--- config.mk ---
export PLATFORM = sky130hd
export DESIGN_NAME = overwrite_ring_buffer
export DESIGN_NICKNAME = d
export VERILOG_FILES = /design/src/orb_pkg.sv /design/src/overwrite_ring_buffer.sv /design/src/orb_ctrl.sv /design/src/orb_dp.sv
export SDC_FILE = /design/constraint.sdc
export NUM_CORES = 2
export LEC_CHECK = 0
export ABC_AREA = 1
export BUFFER_PORTS_ARGS = -buffer_cell sky130_fd_sc_hd__buf_4
export CAP_MARGIN = 25
export CORE_ASPECT_RATIO = 0.9
export CORE_MARGIN = 10
export CORE_UTILIZATION = 25
export CTS_CLUSTER_DIAMETER = 60
export DETAILED_ROUTE_END_ITERATION = 10
export MAX_ROUTING_LAYER = met4
export PLACE_DENSITY = 0.37
export SLEW_MARGIN = 20
export SYNTH_ARGS = -nofsm -noshare
export SYNTH_HDL_FRONTEND = slang
export SYNTH_HIERARCHICAL = 1
export SYNTH_SLANG_ARGS = --single-unit
--- constraint.sdc ---
create_clock -name clk_i -period 4.25 [get_ports clk_i]
set_input_delay 0.85 -clock clk_i [delete_from_list [all_inputs] [get_ports clk_i]]
set_output_delay 0.85 -clock clk_i [all_outputs]
set_load 0.005 [all_outputs]
--- src/orb_pkg.sv ---
// ----------------------------------------------------------------------------
// orb_pkg
// Shared types and constants for the overwriting byte ring buffer.
// ----------------------------------------------------------------------------
package orb_pkg;

  localparam int unsigned DEPTH = 256;
  localparam int unsigned PTR_W = $clog2(DEPTH);
  localparam int unsigned CNT_W = $clog2(DEPTH + 1);
  localparam int unsigned FILL_W = 9;

  typedef enum logic [1:0] {
    FUNC_WRITE = 2'd0,
    FUNC_READ  = 2'd1,
    FUNC_CLEAR = 2'd2
  } func_e;

  typedef struct packed {
    logic [1:0] func;
    logic [7:0] data_in;
  } in_item_t;

  typedef struct packed {
    logic [7:0]        data_out;
    logic              empty_res;
    logic [FILL_W-1:0] fill_count;
  } out_item_t;

  // Commands from the controller to the datapath.
  typedef struct packed {
    logic take_item;
    logic exec_item;
  } orb_cmd_t;

  // Status from the datapath to the controller.
  typedef struct packed {
    logic out_full;
  } orb_sts_t;

endpackage

--- src/overwrite_ring_buffer.sv ---
// ----------------------------------------------------------------------------
// overwrite_ring_buffer
// Byte ring buffer that drops its oldest byte when written while full.
// ----------------------------------------------------------------------------
//   channel   handshake                  payload
//   in        in_valid_i / in_ready_o    in_item_i  (func, data_in)
//   out       out_valid_o / out_ready_i  out_item_o (data_out, empty_res,
//                                                    fill_count)
//
// Each item is first registered while the store is read at the read pointer,
// then executed, which loads the output register.
// The store's single registered read port calls for these two steps.
// Reset empties the buffer at once; stored bytes are not cleared.
// A stalled output holds the result, and the next item is taken in the
// cycle the result leaves.
module overwrite_ring_buffer (
  input  logic               clk_i,
  input  logic               rst_ni,
  input  logic               in_valid_i,
  output logic               in_ready_o,
  input  orb_pkg::in_item_t  in_item_i,
  output logic               out_valid_o,
  input  logic               out_ready_i,
  output orb_pkg::out_item_t out_item_o
);
  import orb_pkg::*;

  orb_cmd_t cmd;
  orb_sts_t sts;

  orb_ctrl u_ctrl (
    .clk_i      (clk_i),
    .rst_ni     (rst_ni),
    .in_valid_i (in_valid_i),
    .in_ready_o (in_ready_o),
    .out_ready_i(out_ready_i),
    .sts_i      (sts),
    .cmd_o      (cmd)
  );

  orb_dp u_dp (
    .clk_i      (clk_i),
    .rst_ni     (rst_ni),
    .in_item_i  (in_item_i),
    .cmd_i      (cmd),
    .sts_o      (sts),
    .out_valid_o(out_valid_o),
    .out_ready_i(out_ready_i),
    .out_item_o (out_item_o)
  );

  // One item at a time.
  assert property (@(posedge clk_i) disable iff (!rst_ni)
    (in_valid_i && in_ready_o) |=> !in_ready_o)
    else $error("item taken while another is in flight");

  // Every accepted item yields a result once it has been registered and executed.
  assert property (@(posedge clk_i) disable iff (!rst_ni)
    (in_valid_i && in_ready_o) |=> ##1 out_valid_o)
    else $error("result missing after accepted item");

  assert property (@(posedge clk_i) disable iff (!rst_ni)
    out_valid_o |-> (out_item_o.fill_count <= FILL_W'(DEPTH)))
    else $error("fill count beyond depth");

  assert property (@(posedge clk_i) disable iff (!rst_ni)
    (out_valid_o && out_item_o.empty_res) |->
      (out_item_o.fill_count == '0 && out_item_o.data_out == 8'd0))
    else $error("empty read with nonzero count or data");

endmodule

--- src/orb_ctrl.sv ---
// ----------------------------------------------------------------------------
// orb_ctrl
// Two-state controller: takes one item, then executes it in the datapath.
// ----------------------------------------------------------------------------
module orb_ctrl (
  input  logic              clk_i,
  input  logic              rst_ni,
  input  logic              in_valid_i,
  output logic              in_ready_o,
  input  logic              out_ready_i,
  input  orb_pkg::orb_sts_t sts_i,
  output orb_pkg::orb_cmd_t cmd_o
);
  import orb_pkg::*;

  localparam logic ST_IDLE = 1'b0;
  localparam logic ST_EXEC = 1'b1;

  logic state_q, state_d;
  logic accept;

  // The output register must be free by the execute cycle.
  assign in_ready_o = (state_q == ST_IDLE) && (!sts_i.out_full || out_ready_i);
  assign accept     = in_valid_i && in_ready_o;

  always_comb begin
    state_d = state_q;
    unique case (state_q)
      ST_IDLE: begin
        if (accept) begin
          state_d = ST_EXEC;
        end
      end
      ST_EXEC: begin
        state_d = ST_IDLE;
      end
      default: begin
        state_d = ST_IDLE;
      end
    endcase
  end

  assign cmd_o.take_item = accept;
  assign cmd_o.exec_item = (state_q == ST_EXEC);

  always_ff @(posedge clk_i or negedge rst_ni) begin
    if (!rst_ni) begin
      state_q <= ST_IDLE;
    end else begin
      state_q <= state_d;
    end
  end

endmodule

--- src/orb_dp.sv ---
// ----------------------------------------------------------------------------
// orb_dp
// Datapath: byte store, pointers, fill count and the output register.
// ----------------------------------------------------------------------------
module orb_dp (
  input  logic               clk_i,
  input  logic               rst_ni,
  input  orb_pkg::in_item_t  in_item_i,
  input  orb_pkg::orb_cmd_t  cmd_i,
  output orb_pkg::orb_sts_t  sts_o,
  output logic               out_valid_o,
  input  logic               out_ready_i,
  output orb_pkg::out_item_t out_item_o
);
  import orb_pkg::*;

  logic [7:0]       mem [DEPTH];
  logic [7:0]       rd_data_q;
  in_item_t         item_q;
  logic [PTR_W-1:0] wr_ptr_q, wr_ptr_d;
  logic [PTR_W-1:0] rd_ptr_q, rd_ptr_d;
  logic [CNT_W-1:0] cnt_q, cnt_d;
  logic             mem_we;
  out_item_t        out_q, res;
  logic             out_valid_q;

  function automatic logic [PTR_W-1:0] ptr_next(input logic [PTR_W-1:0] p);
    return (p == PTR_W'(DEPTH - 1)) ? '0 : p + 1'b1;
  endfunction

  always_comb begin
    wr_ptr_d       = wr_ptr_q;
    rd_ptr_d       = rd_ptr_q;
    cnt_d          = cnt_q;
    mem_we         = 1'b0;
    res.data_out   = 8'd0;
    res.empty_res  = 1'b0;
    unique case (item_q.func)
      FUNC_WRITE: begin
        mem_we   = 1'b1;
        wr_ptr_d = ptr_next(wr_ptr_q);
        // When full, the oldest byte is dropped.
        if (cnt_q == CNT_W'(DEPTH)) begin
          rd_ptr_d = ptr_next(rd_ptr_q);
        end else begin
          cnt_d = cnt_q + 1'b1;
        end
      end
      FUNC_READ: begin
        if (cnt_q == '0) begin
          res.empty_res = 1'b1;
        end else begin
          res.data_out = rd_data_q;
          cnt_d        = cnt_q - 1'b1;
          // Draining the last byte sends both pointers home.
          if (cnt_q == CNT_W'(1)) begin
            rd_ptr_d = '0;
            wr_ptr_d = '0;
          end else begin
            rd_ptr_d = ptr_next(rd_ptr_q);
          end
        end
      end
      FUNC_CLEAR: begin
        wr_ptr_d = '0;
        rd_ptr_d = '0;
        cnt_d    = '0;
      end
      default: begin
      end
    endcase
    res.fill_count = FILL_W'(cnt_d);
  end

  // The store is read every cycle at the read pointer, so the oldest byte
  // is ready by the execute cycle.
  always_ff @(posedge clk_i) begin
    if (cmd_i.exec_item && mem_we) begin
      mem[wr_ptr_q] <= item_q.data_in;
    end
    rd_data_q <= mem[rd_ptr_q];
  end

  always_ff @(posedge clk_i) begin
    if (cmd_i.take_item) begin
      item_q <= in_item_i;
    end
    if (cmd_i.exec_item) begin
      out_q <= res;
    end
  end

  always_ff @(posedge clk_i or negedge rst_ni) begin
    if (!rst_ni) begin
      wr_ptr_q    <= '0;
      rd_ptr_q    <= '0;
      cnt_q       <= '0;
      out_valid_q <= 1'b0;
    end else begin
      if (cmd_i.exec_item) begin
        wr_ptr_q <= wr_ptr_d;
        rd_ptr_q <= rd_ptr_d;
        cnt_q    <= cnt_d;
      end
      if (cmd_i.exec_item) begin
        out_valid_q <= 1'b1;
      end else if (out_ready_i) begin
        out_valid_q <= 1'b0;
      end
    end
  end

  assign sts_o.out_full = out_valid_q;
  assign out_valid_o    = out_valid_q;
  assign out_item_o     = out_q;

endmodule
==> metrics.txt <==
status completed; detailed-route DRC error count 0; WL per Instance 23.15 µm; Die X approximately 650 µm; via count between 50k and 60k; CTS clock-pin slew for the worst setup and hold paths approximately 60 ps; CP Max Fanout around 130; Worst Tran Pin Value 1110 ps; Die H 586.3 µm; dpl hpwl 179.7 mm; vias in the first global route 58.30k; R2R depth 14; number of buffers created by CTS between 200 and 300; DP Worst Slack around 370 ps; hold-fix buffers at CTS 1; core box area roughly 350000 µm²; Ports 34; Mapped Cells between 8k and 9k; slowest CP cell dfrtp_4; Worst Hold Path EP u_dp/item_q[4]; ANT nets after route 0; Max Clock Skew approximately 66 ps; port bufs 33; CP Class register to register; final-report max-slew violation count 0; Most common cell on crit path nand3_1; reg2reg setup slack approximately 320 ps; Syn-to-layout area delta 17.11%; drt pass-1 iters 5; Post-synth EDFFs 2076; synth warn 6; first-pass GRT wire length around 440 mm; final hold violations 0; Final min period just under 4000 ps; clk buf depth 4; largest net degree at the start of global routing between 100 and 150; initial antenna violation count 16; critical path data required time roughly 5000 ps; worst hold stages 1; cell row count a little over 200; Initial Utilization 0.2516; Overflow after GRT 0; IR drop worst, VDD about 520 µV; Worst Min Path Start in_item_i[4]; Final setup violation count 0; Total Wirelength 304.8 mm; die area about 380000 µm²; Overall Global Routing Usage 0.1587; post-route setup TNS 0 ps; HP Class primary input to register; fin crit share 0.9252; reg2reg end u_dp/rd_data_q[0]; Synth Area per Inst 10.90 µm²; Arr. time, crit path roughly 4800 ps; Clock Root Buffer clkbuf_16; share of layout cells above drive strength 1 0.08948; Startpoint Class register; synthesized area 89090 µm²; H-tree levels 5; delay-heaviest family, CP simple AND/OR/NAND/NOR gates; Final Util 0.2947; RSZ-0062 raised after global routing no; max-cap violations 0; Main synth FF type edfxtp_1; FF+latch count, synth between 2k and 2.5k; Max Fclk roughly 250 MHz; static leakage between 30 and 40 nW; Yosys cell types 36; CTS tree done; Async S/R FF share, synth 0.01279; worst skew pair latency 900 ps; GPL Wtd Cong between 0.7 and 0.8; Relative slew margins 0.2577; slowest stage delay, CP about 700 ps; First DRT Iteration DRCs ~5.2k; CTS Sinks 2111; CTS resizes 0; vias per cell between 4 and 5; Mapped Nets a little over 8k; Worst Setup End Kind register; sequential share of the synthesized area 0.7091; CP cell instances inv_16, buf_12, buf_4, buf_4, nor2_1, nor2_1, o21ai_0, nand3_1, nand3_1, nand3_1, nand3_1, nand2_1, nand3_1, nand2_1; PwrDens roughly 630 nW/µm²; Pwr Total approximately 0.066 W; post-CTS setup repair buffer count 0; worst setup margin between 300 and 400 ps; RR Startpoint u_dp/rd_ptr_q[0]; CP bufs+invs 4; nets@finish about 8.3k
==> Yosys cell counts (all sizes together), types with 2 or more instances <==
master	instances	area share
a21oi	31	0.0018
a31oi	5	0.00035
buf	299	0.017
clkbuf	187	0.0079
clkinv	8	0.00034
dfrtp	27	0.0076
dfxtp	8	0.0018
edfxtp	2076	0.70
ha	12	0.0017
inv	713	0.030
nand2	1983	0.084
nand3	1154	0.065
nand4	8	0.00056
nor2	1079	0.046
nor3	5	0.00039
o211ai	103	0.0087
o21ai	413	0.023
o31ai	2	0.00017
or2	48	0.0034
xor2	6	0.00059
==> per-stage QoR <==
| step | cells | hold slack, ps | instance area [µm²] |
|---|---|---|---|
| after detailed placement | 12690 | 524.0 | 95950 |
| after global placement | 12690 | 531.5 | 95890 |
| after CTS | 13160 | 40.35 | 104300 |
| after global routing | 13160 | 76.08 | 104300 |
| final | 13170 | 129.5 | 104300 |
| after floorplan | 8172 | 488.8 | 89090 |
==> worst register-to-register path: stages, from the launching register on <==
cell,delay [ps]
dfrtp_4,700
inv_16,620
buf_12,400
buf_4,280
buf_4,190
nor2_1,50
nor2_1,70
o21ai_0,130
nand3_1,140
nand3_1,90
nand3_1,100
nand3_1,210
nand2_1,310
nand3_1,400
nand2_1,180
==> power breakdown <==
group	internal [W]	switching, W
clock	0.0128	0.00916
combinational	0.00554	0.0145
sequential	0.0231	0.000359
total	0.0415	0.0241
==> area by class of cell <==
cell class                 instances  area [µm²]
multi-input combinational       4854       21020
fill                           36340      249700
inverter                         721        2743
clock inverter                   147        1339
tap                             4702        5883
sequential                      2111       63190
timing repair buffer             303        3142
clock buffer                     324        7002
antenna                            4       10.01
==> cells by family (layout without fill, tap and decap cells) <==
| kind of cell | after synthesis | after routing | synth area share |
|---|---|---|---|
| buffers and inverters | 1207 | 1495 | 0.05559 |
| flip-flops | 2111 | 2111 | 0.7091 |
| AND/OR/NAND/NOR | 4278 | 4278 | 0.1985 |
| adder cells (fa/ha/maj) | 12 | 12 | 0.001685 |
| XOR/XNOR | 6 | 6 | 0.0005899 |
| AO/OA/AOI/OAI | 558 | 558 | 0.03451 |
| other | 0 | 4 | 0 |
==> worst max-delay path by stage <==
stage / cells after the start / startpoint / slack [ps] / end
after floorplan: 0 / u_dp/item_q[0] / 200 / u_dp/mem[0][0]
after global placement: 14 / u_dp/rd_ptr_q[0] / 350 / u_dp/rd_data_q[0]
after detailed placement: 14 / u_dp/rd_ptr_q[0] / 370 / u_dp/rd_data_q[0]
after CTS: 14 / u_dp/rd_ptr_q[0] / 360 / u_dp/rd_data_q[0]
after global routing: 14 / u_dp/rd_ptr_q[0] / 250 / u_dp/rd_data_q[0]
final: 14 / u_dp/rd_ptr_q[0] / 320 / u_dp/rd_data_q[0]
==> cells in the final DEF, fill, tap and decap left out, types with 5 or more instances in the layout <==
cell type,Yosys,layout
buf_12,0,68
inv_1,710,709
clkinvlp_4,0,7
clkbuf_1,187,52
edfxtp_1,2076,2076
a21oi_1,30,30
clkinv_2,0,33
clkinv_8,0,9
or2_2,48,48
clkbuf_16,0,272
dfrtp_1,27,21
clkinv_1,8,64
nand2_1,1979,1964
nand3_1,1154,1153
o211ai_1,103,103
nor2_1,1075,1068
inv_16,0,6
nand2_2,4,19
o21ai_0,409,409
dfxtp_1,8,8
nand4_1,8,8
a31oi_1,5,5
inv_6,0,14
ha_1,12,12
xor2_1,6,6
buf_4,34,232
clkinv_4,0,5
nor2_2,3,10
bufinv_16,0,16
==> state kept, by name, indices dropped and copies added (netlist names), 8 cells and up <==
register / flops
u_dp/wr_ptr_q: 8
u_dp/rd_ptr_q: 8
u_dp/mem: 2048
u_dp/out_item_o: 18
u_dp/rd_data_q: 8
u_dp/cnt_q: 9
u_dp/item_q: 10
==> metal layers <==
metal,GRT usage,wire (µm),vias to the layer above
li1,-,-,27810
met1,0.2256,147700,29880
met2,0.2441,136600,1456
met3,0.01738,13470,384
met4,0.03659,7041,0
met5,-,0,-
Power figures use the tool's default switching activity.
